**config.mk**
```make
export PLATFORM = sky130hd
export DESIGN_NAME = c_string_literal_unescaper_flat
export DESIGN_NICKNAME = d
export VERILOG_FILES = /design/src/rtl/core/cslu_pkg.sv /design/src/rtl/core/cslu_if.sv /design/src/rtl/core/cslu_fsm.sv /design/src/rtl/core/c_string_literal_unescaper.sv /design/src/flat_wrapper.sv
export SDC_FILE = /design/constraint.sdc
export NUM_CORES = 1
export LEC_CHECK = 0
export ABC_AREA = 1
export BUFFER_PORTS_ARGS = -buffer_cell sky130_fd_sc_hd__buf_2
export CORE_MARGIN = 2
export CORE_UTILIZATION = 60
export DETAILED_ROUTE_END_ITERATION = 6
export GPL_ROUTABILITY_DRIVEN = 0
export HOLD_SLACK_MARGIN = 0.08
export PLACE_DENSITY_LB_ADDON = 0.3
export SLEW_MARGIN = 20
export SYNTH_ARGS = -nofsm -noshare
export SYNTH_HDL_FRONTEND = slang
export SYNTH_HIERARCHICAL = 1
export SYNTH_SLANG_ARGS = --single-unit
```
**constraint.sdc**
```tcl
create_clock -name clk -period 3.4 [get_ports clk]
set_clock_uncertainty 0.05 [all_clocks]
set_input_delay 0.51 -clock clk [delete_from_list [all_inputs] [get_ports clk]]
set_output_delay 0.51 -clock clk [all_outputs]
set_load 0.05 [all_outputs]
```
**src/rtl/core/cslu_pkg.sv**
```systemverilog
// Shared types and constants of the C string literal unescaper.
// No dependencies; imported by cslu_fsm, the top level, the checker and the bench.
`timescale 1ns / 1ps

package cslu_pkg;

	// Parse phase codes
	localparam int PH_W = 3;
	localparam logic [PH_W-1:0] PH_FIRST  = 3'd0;
	localparam logic [PH_W-1:0] PH_BODY   = 3'd1;
	localparam logic [PH_W-1:0] PH_ESCAPE = 3'd2;
	localparam logic [PH_W-1:0] PH_HEX1   = 3'd3;
	localparam logic [PH_W-1:0] PH_HEX2   = 3'd4;
	localparam logic [PH_W-1:0] PH_DONE   = 3'd5;
	localparam logic [PH_W-1:0] PH_FAILED = 3'd6;

	// Status codes
	localparam logic [1:0] ST_BUSY = 2'd0;
	localparam logic [1:0] ST_OK   = 2'd1;
	localparam logic [1:0] ST_FAIL = 2'd2;

	// Error codes
	localparam logic [2:0] ERR_NONE     = 3'd0;
	localparam logic [2:0] ERR_NO_QUOTE = 3'd1;
	localparam logic [2:0] ERR_EARLY    = 3'd2;
	localparam logic [2:0] ERR_NEWLINE  = 3'd3;
	localparam logic [2:0] ERR_BAD_HEX  = 3'd4;
	localparam logic [2:0] ERR_BAD_ESC  = 3'd5;

	// Characters
	localparam logic [7:0] CH_DQUOTE = 8'h22;
	localparam logic [7:0] CH_APOS   = 8'h27;
	localparam logic [7:0] CH_QMARK  = 8'h3F;
	localparam logic [7:0] CH_BSLASH = 8'h5C;
	localparam logic [7:0] CH_CR     = 8'h0D;
	localparam logic [7:0] CH_LF     = 8'h0A;
	localparam logic [7:0] CH_X      = 8'h78;
	localparam logic [7:0] CH_ZERO   = 8'h30;
	localparam logic [7:0] CH_NINE   = 8'h39;
	localparam logic [7:0] CH_LA     = 8'h61;
	localparam logic [7:0] CH_LB     = 8'h62;
	localparam logic [7:0] CH_LF_    = 8'h66;
	localparam logic [7:0] CH_LN     = 8'h6E;
	localparam logic [7:0] CH_LR     = 8'h72;
	localparam logic [7:0] CH_LT     = 8'h74;
	localparam logic [7:0] CH_LV     = 8'h76;
	localparam logic [7:0] CH_UA     = 8'h41;
	localparam logic [7:0] CH_UF     = 8'h46;

	typedef struct packed {
		logic [7:0] data_byte;
		logic       end_of_string;
	} item_t;

	typedef struct packed {
		logic [7:0] out_byte;
		logic       out_valid;
		logic [1:0] status;
		logic [2:0] error_kind;
	} result_t;

	typedef struct packed {
		logic       ok;
		logic [3:0] value;
	} hex_t;

	typedef struct packed {
		logic       hit;
		logic [7:0] value;
	} esc_t;

	// Decode one hex digit
	function automatic hex_t hex_decode(input logic [7:0] c);
		hex_t h;
		h = '0;
		if (c >= CH_ZERO && c <= CH_NINE) begin
			h.ok = 1'b1;
			h.value = 4'(c - CH_ZERO);
		end else if (c >= CH_LA && c <= CH_LF_) begin
			h.ok = 1'b1;
			h.value = 4'(c - CH_LA + 8'd10);
		end else if (c >= CH_UA && c <= CH_UF) begin
			h.ok = 1'b1;
			h.value = 4'(c - CH_UA + 8'd10);
		end
		return h;
	endfunction

	// Map a simple escape letter to its byte
	function automatic esc_t esc_decode(input logic [7:0] c);
		esc_t e;
		e.hit = 1'b1;
		unique case (c)
			CH_APOS, CH_DQUOTE, CH_QMARK, CH_BSLASH: e.value = c;
			CH_LA:   e.value = 8'h07;
			CH_LB:   e.value = 8'h08;
			CH_LF_:  e.value = 8'h0C;
			CH_LN:   e.value = 8'h0A;
			CH_LR:   e.value = 8'h0D;
			CH_LT:   e.value = 8'h09;
			CH_LV:   e.value = 8'h0B;
			CH_ZERO: e.value = 8'h00;
			default: begin
				e.hit = 1'b0;
				e.value = 8'h00;
			end
		endcase
		return e;
	endfunction

endpackage

```
**src/rtl/core/cslu_if.sv**
```systemverilog
// Valid/ready channel interfaces of the C string literal unescaper.
// Depends on cslu_pkg for nothing but stands after it in compile order.
`timescale 1ns / 1ps

interface cslu_item_if;
	logic       valid;
	logic       ready;
	logic [7:0] data_byte;
	logic       end_of_string;
	modport source (output valid, output data_byte, output end_of_string, input ready);
	modport sink (input valid, input data_byte, input end_of_string, output ready);
endinterface

interface cslu_result_if;
	logic       valid;
	logic       ready;
	logic [7:0] out_byte;
	logic       out_valid;
	logic [1:0] status;
	logic [2:0] error_kind;
	modport source (output valid, output out_byte, output out_valid, output status,
		output error_kind, input ready);
	modport sink (input valid, input out_byte, input out_valid, input status,
		input error_kind, output ready);
endinterface

interface cslu_cfg_if;
	logic valid;
	logic ready;
	logic quoted_mode;
	modport source (output valid, output quoted_mode, input ready);
	modport sink (input valid, input quoted_mode, output ready);
endinterface

```
**src/rtl/core/cslu_fsm.sv**
```systemverilog
// Parse state and per-item decode of the unescaper.
// Depends on cslu_pkg.
`timescale 1ns / 1ps

module cslu_fsm import cslu_pkg::*; (
	input  logic    clk,
	input  logic    arst_n,
	input  logic    advance,
	input  logic    quoted_mode,
	input  item_t   item,
	output result_t result
);

	logic [PH_W-1:0] phase_q, phase_d;
	logic [3:0]      nibble_q, nibble_d;
	logic            hex_ok_q, hex_ok_d;
	logic [2:0]      held_err_q, held_err_d;

	logic       as_body;
	logic       fail_now;
	logic [2:0] fail_code;
	logic [7:0] c;
	logic       eos;
	hex_t       hx;
	esc_t       es;

	assign c   = item.data_byte;
	assign eos = item.end_of_string;
	assign hx  = hex_decode(c);
	assign es  = esc_decode(c);

	// Decode one item against the current phase
	always_comb begin
		result     = '0;
		result.status     = ST_BUSY;
		result.error_kind = ERR_NONE;
		phase_d    = phase_q;
		nibble_d   = nibble_q;
		hex_ok_d   = hex_ok_q;
		held_err_d = held_err_q;
		as_body    = 1'b0;
		fail_now   = 1'b0;
		fail_code  = ERR_NONE;

		unique case (phase_q)
			PH_FIRST: begin
				if (quoted_mode) begin
					if (eos) begin
						result.status     = ST_FAIL;
						result.error_kind = ERR_NO_QUOTE;
					end else if (c != CH_DQUOTE) begin
						fail_now  = 1'b1;
						fail_code = ERR_NO_QUOTE;
					end else begin
						phase_d = PH_BODY;
					end
				end else begin
					as_body = 1'b1;
				end
			end
			PH_BODY: as_body = 1'b1;
			PH_ESCAPE: begin
				if (eos) begin
					phase_d           = PH_FIRST;
					result.status     = ST_FAIL;
					result.error_kind = ERR_EARLY;
				end else if (c == CH_X) begin
					phase_d = PH_HEX1;
				end else if (c == CH_CR || c == CH_LF) begin
					fail_now  = 1'b1;
					fail_code = ERR_NEWLINE;
				end else if (es.hit) begin
					phase_d          = PH_BODY;
					result.out_byte  = es.value;
					result.out_valid = 1'b1;
				end else begin
					fail_now  = 1'b1;
					fail_code = ERR_BAD_ESC;
				end
			end
			PH_HEX1: begin
				if (eos) begin
					phase_d           = PH_FIRST;
					result.status     = ST_FAIL;
					result.error_kind = ERR_BAD_HEX;
				end else begin
					hex_ok_d = hx.ok;
					nibble_d = hx.ok ? hx.value : 4'd0;
					phase_d  = PH_HEX2;
				end
			end
			PH_HEX2: begin
				if (eos) begin
					phase_d           = PH_FIRST;
					result.status     = ST_FAIL;
					result.error_kind = ERR_BAD_HEX;
				end else if (!hx.ok || !hex_ok_q) begin
					fail_now  = 1'b1;
					fail_code = ERR_BAD_HEX;
				end else begin
					phase_d          = PH_BODY;
					result.out_byte  = {nibble_q, hx.value};
					result.out_valid = 1'b1;
				end
			end
			PH_DONE: begin
				if (eos) phase_d = PH_FIRST;
				result.status = ST_OK;
			end
			PH_FAILED: begin
				if (eos) phase_d = PH_FIRST;
				result.status     = ST_FAIL;
				result.error_kind = held_err_q;
			end
			default: phase_d = PH_FIRST;
		endcase

		// Body byte, shared by an unquoted first byte
		if (as_body) begin
			if (eos) begin
				phase_d = PH_FIRST;
				if (quoted_mode) begin
					result.status     = ST_FAIL;
					result.error_kind = ERR_EARLY;
				end else begin
					result.status = ST_OK;
				end
			end else if (c == CH_CR || c == CH_LF) begin
				fail_now  = 1'b1;
				fail_code = ERR_NEWLINE;
			end else if (quoted_mode && c == CH_DQUOTE) begin
				phase_d       = PH_DONE;
				result.status = ST_OK;
			end else if (c == CH_BSLASH) begin
				phase_d = PH_ESCAPE;
			end else begin
				result.out_byte  = c;
				result.out_valid = 1'b1;
			end
		end

		// Latch a failure and hold its code
		if (fail_now) begin
			phase_d           = PH_FAILED;
			held_err_d        = fail_code;
			result.status     = ST_FAIL;
			result.error_kind = fail_code;
		end
	end

	// Advance the state on each processed item
	always_ff @(posedge clk or negedge arst_n) begin
		if (!arst_n) begin
			phase_q    <= PH_FIRST;
			nibble_q   <= '0;
			hex_ok_q   <= 1'b0;
			held_err_q <= ERR_NONE;
		end else if (advance) begin
			phase_q    <= phase_d;
			nibble_q   <= nibble_d;
			hex_ok_q   <= hex_ok_d;
			held_err_q <= held_err_d;
		end
	end

endmodule

```
**src/rtl/core/c_string_literal_unescaper.sv**
```systemverilog
// C string literal unescaper: one result per input byte or end item.
// Path: each item is held in the input register, decoded by cslu_fsm, then held in the result register.
// Throughput: one item per cycle, set by the parse state update, while the result slot is free or being taken.
// Reset: arst_n clears both stage valids, the parse state and quoted_mode.
// Depends on cslu_pkg, the channel interfaces and cslu_fsm.
`timescale 1ns / 1ps

module c_string_literal_unescaper import cslu_pkg::*; (
	input  logic          clk,
	input  logic          arst_n,
	cslu_cfg_if.sink      cfg,
	cslu_item_if.sink     raw,
	cslu_result_if.source dec
);

	logic    quoted_mode_q;
	logic    valid_s1;
	item_t   item_s1;
	logic    valid_s2;
	result_t result_s2;
	result_t result_next;
	logic    advance;

	// Configuration register, always writable
	assign cfg.ready = 1'b1;

	always_ff @(posedge clk or negedge arst_n) begin
		if (!arst_n) begin
			quoted_mode_q <= 1'b0;
		end else if (cfg.valid) begin
			quoted_mode_q <= cfg.quoted_mode;
		end
	end

	// Move the input stage forward when the result slot is free or being taken
	assign advance   = valid_s1 && (!valid_s2 || dec.ready);
	assign raw.ready = !valid_s1 || advance;

	// Input register
	always_ff @(posedge clk or negedge arst_n) begin
		if (!arst_n) begin
			valid_s1 <= 1'b0;
		end else if (raw.ready) begin
			valid_s1 <= raw.valid;
		end
	end

	always_ff @(posedge clk) begin
		if (raw.valid && raw.ready) begin
			item_s1.data_byte     <= raw.data_byte;
			item_s1.end_of_string <= raw.end_of_string;
		end
	end

	cslu_fsm u_fsm (
		.clk         (clk),
		.arst_n      (arst_n),
		.advance     (advance),
		.quoted_mode (quoted_mode_q),
		.item        (item_s1),
		.result      (result_next)
	);

	// Result register
	always_ff @(posedge clk or negedge arst_n) begin
		if (!arst_n) begin
			valid_s2 <= 1'b0;
		end else if (advance) begin
			valid_s2 <= 1'b1;
		end else if (dec.ready) begin
			valid_s2 <= 1'b0;
		end
	end

	always_ff @(posedge clk) begin
		if (advance) result_s2 <= result_next;
	end

	assign dec.valid      = valid_s2;
	assign dec.out_byte   = result_s2.out_byte;
	assign dec.out_valid  = result_s2.out_valid;
	assign dec.status     = result_s2.status;
	assign dec.error_kind = result_s2.error_kind;

endmodule

```
**src/flat_wrapper.sv**
```systemverilog
// flat-port wrapper written by rule: the top's interface ports become plain ports
module c_string_literal_unescaper_flat import cslu_pkg::*;
  (clk, arst_n, cfg_valid, cfg_quoted_mode, cfg_ready, raw_valid, raw_data_byte, raw_end_of_string, raw_ready, dec_valid, dec_out_byte, dec_out_valid, dec_status, dec_error_kind, dec_ready);
  cslu_cfg_if cfg_i ();
  cslu_item_if raw_i ();
  cslu_result_if dec_i ();
  input  logic clk;
  input  logic arst_n;
  input wire logic [$bits(cfg_i.valid)-1:0] cfg_valid;
  input wire logic [$bits(cfg_i.quoted_mode)-1:0] cfg_quoted_mode;
  output wire logic [$bits(cfg_i.ready)-1:0] cfg_ready;
  input wire logic [$bits(raw_i.valid)-1:0] raw_valid;
  input wire logic [$bits(raw_i.data_byte)-1:0] raw_data_byte;
  input wire logic [$bits(raw_i.end_of_string)-1:0] raw_end_of_string;
  output wire logic [$bits(raw_i.ready)-1:0] raw_ready;
  output wire logic [$bits(dec_i.valid)-1:0] dec_valid;
  output wire logic [$bits(dec_i.out_byte)-1:0] dec_out_byte;
  output wire logic [$bits(dec_i.out_valid)-1:0] dec_out_valid;
  output wire logic [$bits(dec_i.status)-1:0] dec_status;
  output wire logic [$bits(dec_i.error_kind)-1:0] dec_error_kind;
  input wire logic [$bits(dec_i.ready)-1:0] dec_ready;
  assign cfg_i.valid = cfg_valid;
  assign cfg_i.quoted_mode = cfg_quoted_mode;
  assign cfg_ready = cfg_i.ready;
  assign raw_i.valid = raw_valid;
  assign raw_i.data_byte = raw_data_byte;
  assign raw_i.end_of_string = raw_end_of_string;
  assign raw_ready = raw_i.ready;
  assign dec_valid = dec_i.valid;
  assign dec_out_byte = dec_i.out_byte;
  assign dec_out_valid = dec_i.out_valid;
  assign dec_status = dec_i.status;
  assign dec_error_kind = dec_i.error_kind;
  assign dec_i.ready = dec_ready;
  c_string_literal_unescaper u_core (.clk(clk), .arst_n(arst_n), .cfg(cfg_i), .raw(raw_i), .dec(dec_i));
endmodule
```
Word-level counts from Yosys, hierarchy flattened
Cells that the tools add are included.
{"block": "totals", "regBits": 37, "out_inout_bits": 17, "wordCells": 147, "input_bits": 15}
{"block": "op_classes", "add_sub_neg": 5, "n_reduce_logical": 22, "n_bitwise": 1, "n_mux": 78, "eq_ne": 22, "order_cmp": 6}
{"operator": "two-way mux 3 bit", "count": 31}
{"operator": "two-way mux 9 bit", "count": 9}
{"operator": "equality test 8 x 7 -> 1 bit, second input constant", "count": 9}
{"operator": "one-hot mux 8 bit (8 select lines)", "count": 1}
{"operator": "two-way mux 5 bit", "count": 7}
{"operator": "equality test 8 x 6 -> 1 bit, second input constant", "count": 4}
{"operator": "one-hot mux 3 bit (6 select lines)", "count": 1}
{"operator": "one-hot mux 9 bit (2 select lines)", "count": 1}
{"operator": "two-way mux 1 bit", "count": 17}
{"operator": "equality test 8 x 4 -> 1 bit, second input constant", "count": 2}
{"operator": "greater-or-equal comparator 8 x 7 -> 1 bit, second input constant", "count": 2}
{"operator": "less-or-equal comparator 8 x 7 -> 1 bit, second input constant", "count": 2}
{"operator": "two-way mux 14 bit", "count": 1}
{"operator": "one-hot mux 3 bit (4 select lines)", "count": 1}
{"operator": "OR reduction 12 bit", "count": 1}
{"operator": "subtractor 4 x 1 -> 4 bit, second input constant", "count": 3}
{"operator": "two-way mux 11 bit", "count": 1}
{"operator": "one-hot mux 2 bit (5 select lines)", "count": 1}
{"operator": "equality test 3 bit, second input constant", "count": 3}
{"operator": "one-hot mux 3 bit (3 select lines)", "count": 1}
{"operator": "adder 4 bit, second input constant", "count": 2}
{"operator": "greater-or-equal comparator 8 x 6 -> 1 bit, second input constant", "count": 1}
{"operator": "less-or-equal comparator 8 x 6 -> 1 bit, second input constant", "count": 1}
{"operator": "inequality test 8 x 6 -> 1 bit, second input constant", "count": 1}
{"operator": "other kinds (16)", "count": 31}

Longest topological paths before layout
Gate-level depths: netlist of the first run.
{"block": "logic_depth", "depth_word": 16, "ltp_mapped": 14, "mapped_depth_nobuf": 14}

Modules after synthesis
Netlist of the first run, hierarchy kept.
{"mod": "cslu_fsm", "area_each_um2": 1577.8, "cells_per_inst": 250, "seq_area_each_um2": 275.3, "instances": 1}
{"mod": "c_string_literal_unescaper", "area_each_um2": 834.6, "cells_per_inst": 41, "seq_area_each_um2": 765.7, "instances": 1}

Least setup slack after synthesis of the first run
Ideal clock, no wire load.
{"block": "synth_timing", "kind": "reg2reg", "startpoint": "register u_core.valid_s2, in the netlist u_core/dec.valid", "endpoint": "register u_core.u_fsm.nibble_q[2]", "path_buffers": 1, "path_slack_ps": 1076, "required_ps": 3268, "stages_incl_launch_ff": 7, "synth_period_minus_slack_ps": 2324, "t_arrival_ps": 2192, "setup_ps": 82, "cell_sequence": "dfrtp_1 > a21oi_1 > buf_2 > nand2_1 > inv_1 > nand2_1 > o22ai_1"}
{"block": "synth_via", "elab_chain_len": 4}
{"item": "from (decl)", "line_no": "c_string_literal_unescaper.sv:19", "text": "logic valid_s2;"}
{"item": "from (signal assigned)", "line_no": "c_string_literal_unescaper.sv:67", "text": "valid_s2 <= 1'b0;"}
{"item": "from (signal assigned)", "line_no": "c_string_literal_unescaper.sv:69", "text": "valid_s2 <= 1'b1;"}
{"item": "from (signal assigned)", "line_no": "c_string_literal_unescaper.sv:71", "text": "valid_s2 <= 1'b0;"}
{"item": "logical NOT 1 bit", "line_no": "c_string_literal_unescaper.sv:36", "text": "assign advance = valid_s1 && (!valid_s2 || dec.ready);"}
{"item": "logical OR 1 bit", "line_no": "c_string_literal_unescaper.sv:36"}
{"item": "logical AND 1 bit", "line_no": "c_string_literal_unescaper.sv:36"}
{"item": "via u_core.advance", "line_no": "c_string_literal_unescaper.sv:22", "text": "logic advance;"}
{"item": "AND reduction 3 bit (no line)"}
{"item": "to (signal assigned)", "line_no": "cslu_fsm.sv:160", "text": "nibble_q <= nibble_d;"}
{"item": "to (decl)", "line_no": "cslu_fsm.sv:15", "text": "logic [3:0] nibble_q, nibble_d;"}
The timed path passes the listed nets, and every way through them passes these cells.
A chain may end at the register's enable or synchronous reset.

==> summary.md, run 1 <==
| Metric | Value |
|---|---|
| Syn. warnings | `6` |
| Setup TNS | `0 ns` |
| Reg2reg path depth | `10` |
| Setup violations, final | `0` |
| Hold path cells | `1` |
| Register area | `around 1000 µm²` |
| Placed Instance Area | `2610 µm²` |
| Pin count of the biggest net entering global routing | `23` |
| PwrDens | `between 500 and 600 nW/µm²` |
| IO Count | `32` |
| Synth unique cells | `42` |
| PortBufs | `30` |
| Net Count, Synth | `311` |
| Area delta synth->final | `11.9%` |
| Leak | `approximately 1.3 nW` |
| DRT Pass-1 Iters | `4` |
| Iter 0 DRT Violations | `between 100 and 150` |
| Final WL | `roughly 5000 µm` |
| CTS buffer count | `5` |
| Avg WL per Cell | `around 13 µm` |
| DRC viols | `0` |
| Antenna-violating nets left | `0` |
| Die area | `4540 µm²` |
| Worst Path Arrival | `between 2 and 2.5 ns` |
| Core footprint | `between 3000 and 4000 µm²` |
| Critical path launch point type | `flop` |
| Detailed-placement wirelength estimate | `between 3000 and 4000 µm` |
| Skew-Pair Late Insertion Delay | `0.29 ns` |
| Post-CTS Setup Bufs | `0` |
| Seq/Total Area, Yosys | `0.432` |
| Most common cell in the netlist | `nand2_1` |
| Netlist Area Pre-Place | `2410 µm²` |
| Setup slack, reg-to-reg | `around 1.2 ns` |
| Worst reg2reg path startpoint | `u_core/item_s1[1]` |
| GRT overflow | `0` |
| Final nets | `345` |
| Max Slew Vio Count | `0` |
| CP Data Required Time | `between 3 and 4 ns` |
| Maximum vdd drop | `0.000372 V` |
| Synth Flop Type | `edfxtp_1` |
| Total of max-cap violations | `0` |
| Worst R2R End | `u_core/dec.error_kind[0]` |
| Hold path start | `raw_data_byte[5]` |
| Initial antenna violation count | `0` |
| Initial core utilization | `0.612` |
| Worst Hold End | `u_core/item_s1[6]` |
| Root Driver | `clkbuf_8` |
| Mapped Avg Cell Area | `roughly 8.3 µm²` |
| Area of the multi-input gates | `between 1000 and 1500 µm²` |
| CTS Buffer Depth | `2` |
| Syn Inst Count | `291` |
| First-pass GRT wire length | `~8600 µm` |
| Clock sinks | `37` |
| Detailed-route via count | `slightly above 2000` |
| Vias in the first global route | `approximately 1900` |
| Final hold violation count | `0` |
| Via-to-Cell Ratio | `5.46` |
| CTS tree | `yes` |
| Critical path type | `reg2reg` |
| Die width | `roughly 67 µm` |
| Final Critical Period | `about 2.2 ns` |
| Post-route cell area | `around 2700 µm²` |
| Tightest Hold Check Type | `in2reg` |
| Layout cells sized above 1 | `0.258` |
| CTS H-Tree Depth | `2` |
| Worst slew margin | `0.637` |
| Overall Global Routing Usage | `0.256` |
| Synth async-reset ratio | `0.378` |
| CP endpoint kind | `flop` |
| Clk pin slew, worst setup/hold paths | `around 0.07 ns` |
| FF+latch count, synth | `37` |
| Fin crit share | `0.644` |
| Synth top area share | `0.286` |
| FMAX | `~460 MHz` |
| # rows | `23` |
| Ant. Diodes | `0` |
| Top cells by area, synth | `edfxtp_1 29%, dfrtp_1 15%, nand2_1 12%, inv_1 5.3%, nand3_1 3.1%` |
| Worst-path fanout max | `7` |
| Status | `completed` |
| Worst-Margin Slew | `around 0.54 ns` |
| RSZ-0062 raised after global routing | `false` |
| Largest area contributor in the netlist | `edfxtp_1` |
| Die Y | `slightly below 70 µm` |
| Number of synthesized flops with an enable pin | `23` |
| Fill cells | `332` |
| Synth cell count leaders | `79 x nand2_1, 34 x inv_1, 23 x edfxtp_1, 19 x nor2_1, 15 x nand3_1` |
## state kept, by name, indices dropped and copies added, names as in the netlist
signal / count
u_core/u_fsm/nibble_q: 4
u_core/dec.status: 2
u_core/dec.out_valid: 1
u_core/u_fsm/held_err_q: 3
u_core/dec.error_kind: 3
u_core/dec.out_byte: 8
u_core/item_s1: 9
u_core/u_fsm/phase_q: 3
u_core/dec.valid: 1
u_core/valid_s1: 1
u_core/quoted_mode_q: 1
u_core/u_fsm/hex_ok_q: 1
## cells in the final DEF, fill, tap and decap left out, types with 2 or more instances in the layout
master / Yosys / final
nand2_4: 5 / 5
clkbuf_8: 0 / 5
o21ai_1: 5 / 5
nor2_2: 9 / 9
inv_1: 34 / 34
nand2_1: 79 / 79
clkbuf_1: 0 / 2
nor3_1: 3 / 3
nor2_1: 19 / 19
o221ai_1: 3 / 3
edfxtp_1: 23 / 23
nand4_1: 5 / 5
nand4_4: 2 / 2
inv_2: 9 / 9
nor2_4: 3 / 3
ha_1: 5 / 5
a22oi_1: 2 / 2
nand3_2: 4 / 4
o22ai_1: 3 / 3
dfrtp_1: 14 / 14
nand3_1: 15 / 15
nand2_2: 7 / 7
o211ai_2: 2 / 2
o21ai_0: 9 / 9
nand3b_1: 3 / 3
a211o_1: 2 / 2
buf_2: 4 / 30
a21oi_1: 6 / 5
## where the power goes
group / switching (W) / internal [W]
Combinational: 0.000406 / 0.000177
Clock: 0.000146 / 0.000144
Sequential: 0.0000704 / 0.000583
## logic make-up after synthesis
| kind of cell | after synthesis | share of synthesized area |
|---|---|---|
| fa+ha+maj | 5 | 0.0259 |
| flops | 37 | 0.432 |
| buf+inv | 50 | 0.0825 |
| compound gates | 40 | 0.113 |
| other cells | 1 | 0.00155 |
| xor+xnor | 1 | 0.00363 |
| simple gates | 157 | 0.342 |
## metrics by stage
stage / worst slack [ns] / utilization / hold WS [ns] / cells / total power, W
3_5_place_dp: 1.25 / 0.662 / 0.377 / 367 / 0.00124
2_1_floorplan: 1.08 / - / 0.164 / 291 / 0.00111
6_report: 1.21 / 0.685 / 0.342 / 376 / 0.00153
4_1_cts: 1.24 / 0.685 / 0.336 / 376 / 0.00153
5_1_grt: 1.07 / 0.685 / 0.331 / 376 / 0.00162
3_3_place_gp: 1.32 / 0.662 / 0.376 / 367 / 0.00122
## critical path, cell delays in order, from the launching register on
cell and delay [ns]:
edfxtp_1 0.46, inv_1 0.23, ha_1 0.21, inv_1 0.10
nor2_4 0.18, nand2_2 0.09, nand2_1 0.12, nor2_4 0.06
nand4_4 0.08, nand3_1 0.12, a211o_1 0.25
## timing repair
item                                   in CTS  in global routing
hold buffers                                1                  0
gates resized for setup                     0                  0
endpoints found under the hold margin      14                  0
## worst max-delay path by stage
stage,startpoint,endpoint,slack [ns],cells past startpoint
after CTS,u_core/item_s1[1],u_core/dec.error_kind[0],1.24,10
after floorplan,u_core/dec.valid,u_core/u_fsm/nibble_q[2],1.08,6
after global routing,u_core/item_s1[1],u_core/dec.error_kind[0],1.07,10
after detailed placement,u_core/item_s1[1],u_core/dec.error_kind[0],1.25,10
final,u_core/item_s1[1],u_core/dec.error_kind[0],1.21,10
after global placement,u_core/item_s1[1],u_core/dec.status[1],1.32,9
## layer usage
metal  routed length, µm  vias up  track usage
met5                   0        -            0
met4                  72        0       0.0918
met3                 417        6       0.0517
met2                2350       97        0.403
met1                2180      919        0.351
li1                    -     1030            -
## area by class of cell
type	instances	area share
Inverter	45	0.0635
Sequential cell	37	0.386
Clock inverter	1	0.00185
Multi-Input combinational cell	204	0.436
Clock buffer	7	0.0283
Timing Repair Buffer	32	0.0621
Tap cell	50	0.0232
(Power assumes the default switching activity.)
==> run 2: changes to the inputs <==
ABC_AREA = 0   (was 1)
CORE_UTILIZATION = 57   (was 60)
clock period = 2.1 ns   (was 3.4 ns; I/O delays follow)
==> summary.md, run 2 <==
| Metric | Value |
|---|---|
| FMAX | `415 MHz` |
| Detailed-route via count | `between 2000 and 3000` |
| Antenna-violating nets left | `0` |
| Worst reg2reg path startpoint | `u_core/item_s1[1]` |
| Final Util | `0.836` |
| Final WL | `between 7000 and 8000 µm` |
| Worst-path fanout max | `6` |
| Worst Hold End | `u_core/item_s1[6]` |
| Via-to-Cell Ratio | `roughly 6.7` |
| Root Driver | `clkbuf_8` |
| FF+latch count, synth | `37` |
| Status | `finished, violations left` |
| Hold path start | `raw_data_byte[5]` |
| Worst Path Arrival | `around 2.6 ns` |
| Number of synthesized flops with an enable pin | `23` |
| Most frequent cells in the layout | `72 x buf_4, 30 x buf_2, 25 x nor2_1` |
| Iter 0 DRT Violations | `approximately 500` |
| Die width | `about 68 µm` |
| Synth cell count leaders | `27 x nor2_1, 23 x edfxtp_1, 15 x nand2_1, 14 x dfrtp_1, 13 x o21ai_0` |
| Clock sinks | `37` |
| CTS Buffer Depth | `2` |
| Register area | `between 1000 and 1500 µm²` |
| # rows | `23` |
| Slowest stage delay, CP | `about 0.44 ns` |
| Final setup margin | `-0.309 ns` |
| Largest area contributor in the netlist | `edfxtp_1` |
| Slowest cell on crit path | `edfxtp_1` |
| CP Data Required Time | `approximately 2.2 ns` |
| Core footprint | `3970 µm²` |
| Pin count of the biggest net entering global routing | `19` |
| Synth unique cells | `67` |
| Setup TNS | `-3.70 ns` |
| Commonest non-fill, non-tap cell in the layout | `buf_4` |
| Die Y | `67.8 µm` |
| IO Count | `32` |
| PwrDens | `785 nW/µm²` |
| Avg WL per Cell | `between 15 and 20 µm` |
| Fin crit share | `1.15` |
| Fill cells | `between 150 and 200` |
| Syn Inst Count | `~230` |
| Setup violations, final | `19` |
| Failing checks | `setup timing` |
| Netlist Area Pre-Place | `2320 µm²` |
| Reg2reg path depth | `8` |
| Crit path cell chain | `inv_2 > ha_4 > a21o_1 > o21ai_1 > a221o_1 > and4b_2 > o31ai_4 > mux2_4` |
| Critical path launch point type | `flop` |
| Vias in the first global route | `about 2200` |
| Skew-Pair Late Insertion Delay | `~0.30 ns` |
| Area of the multi-input gates | `1380 µm²` |
| Critical Path Start | `u_core/item_s1[1]` |
| Final Critical Period | `about 2.4 ns` |
| Syn. warnings | `6` |
| Part of the power in registers | `0.378` |
| Overall Global Routing Usage | `0.307` |
| DRT Pass-1 Iters | `5` |
| Synth Flop Type | `edfxtp_1` |
| Synth top area share | `0.298` |
| Max reg flops | `9` |
| RSZ-0062 raised after global routing | `true` |
| Clock Power Share | `0.189` |
| Maximum vdd drop | `approximately 0.00056 V` |
| Total of max-cap violations | `0` |
| CP endpoint kind | `flop` |
| Area delta synth->final | `43.1%` |
| Detailed-placement wirelength estimate | `around 4700 µm` |
| Clk pin slew, worst setup/hold paths | `approximately 0.080 ns` |
| Initial antenna violation count | `0` |
| Leak | `1.40 nW` |
| Synth async-reset ratio | `0.378` |
| Most common cell in the netlist | `nor2_1` |
| Net Count, Synth | `254` |
| Internal Power | `approximately 0.0016 W` |
| Hold path cells | `1` |
| DRC viols | `0` |
| CTS H-Tree Depth | `2` |
| Switching part of the total power | `0.384` |
| CTS buffer count | `5` |
| Sw power | `~0.0010 W` |
| Final nets | `around 350` |
| GRT overflow | `0` |
| Die area | `4600 µm²` |
| Layout cells sized above 1 | `0.470` |
| Logic pwr share | `0.434` |
| Top cells by area, synth | `edfxtp_1 30%, dfrtp_1 15%, nor2_1 4.4%, o21ai_0 2.8%, ha_1 2.7%` |
| First-pass GRT wire length | `about 10000 µm` |
| CTS tree | `yes` |
| Setup slack, reg-to-reg | `-0.31 ns` |
| Seq/Total Area, Yosys | `0.449` |
| Tightest Hold Check Type | `in2reg` |
| Mapped Avg Cell Area | `between 9 and 10 µm²` |
| Ant. Diodes | `0` |
| PortBufs | `30` |
| Final hold violation count | `0` |
| Max Slew Vio Count | `0` |
| Critical path type | `reg2reg` |
| Worst R2R End | `u_core/u_fsm/held_err_q[1]` |
| Initial core utilization | `0.584` |
| Top reg by flops | `u_core/item_s1` |
| Pre-CTS WS | `-0.295 ns` |
-- run 2: layer usage --
layer  up-vias  GRT usage  wire length, µm
met4         0      0.108              377
met3        61     0.0559              784
met5         -          0                0
li1       1079          -                -
met2       226      0.536             3640
met1      1211      0.382             2850
-- run 2: layout make-up --
class | count | area share
well taps | 50 | 0.0188
repair buffers | 105 | 0.218
clock buffers | 5 | 0.0207
inverters | 7 | 0.00791
clock inverters | 3 | 0.00528
flip-flops and latches | 37 | 0.313
multi-input cells | 177 | 0.416
-- run 2: critical path, delay by kind of cell (launching register included) --
family	cells	cell delay (ns)
simple gates	1	0.28
compound gates	4	0.87
flops	1	0.44
buf+inv	1	0.15
fa+ha+maj	1	0.19
mux	1	0.33
-- run 2: logic make-up (layout without fill, tap and decap cells) --
kind of cell               count (synthesis)  in the layout  synth area share
buffers and inverters                     20            120            0.0410
DFF                                       37             37             0.449
muxes                                      6              6            0.0275
and+or+nand+nor                           99             99             0.246
AOI/OAI and AO/OA                         65             65             0.205
other                                      1              1           0.00162
adders and majority gates                  5              5            0.0270
xor gates and xnor gates                   1              1           0.00377
-- run 2: how the worst max path moves through the flow --
stage                     depth (start not counted)  slack [ns]                         end
after floorplan                                   8       -0.29        u_core/dec.status[1]
after global placement                            8       -0.23      u_core/dec.out_byte[2]
after detailed placement                          8       -0.30      u_core/dec.out_byte[2]
after CTS                                         7       -0.21        u_core/dec.status[1]
after global routing                              8       -0.37  u_core/u_fsm/held_err_q[1]
final                                             8       -0.31  u_core/u_fsm/held_err_q[1]
-- run 2: power by group through the flow --
stage                     registers (W)  logic (W)  clock network [W]
after floorplan                 0.00112   0.000503                  0
after global placement         0.000988   0.000938                  0
after detailed placement       0.000990   0.000967                  0
after CTS                      0.000976    0.00104           0.000487
after global routing           0.000996    0.00119           0.000526
final                          0.000985    0.00113           0.000492
-- run 2: metrics by stage --
| stage | total power [W] | area, µm² | hold WS (ns) | instances |
|---|---|---|---|---|
| after floorplan | 0.00162 | 2390 | -0.0306 | 234 |
| after global placement | 0.00193 | 2990 | 0.195 | 362 |
| after detailed placement | 0.00196 | 2990 | 0.198 | 362 |
| after CTS | 0.00250 | 3230 | 0.145 | 378 |
| after global routing | 0.00271 | 3320 | 0.127 | 384 |
| final | 0.00261 | 3320 | 0.145 | 384 |
-- run 2: what timing repair did --
action	in CTS	in global routing
buffers inserted	7	7
hold buffers	1	0
endpoints found under the setup margin	19	20
pin swaps	9	13
gates resized for setup	21	13
hold endpoints to repair	14	0
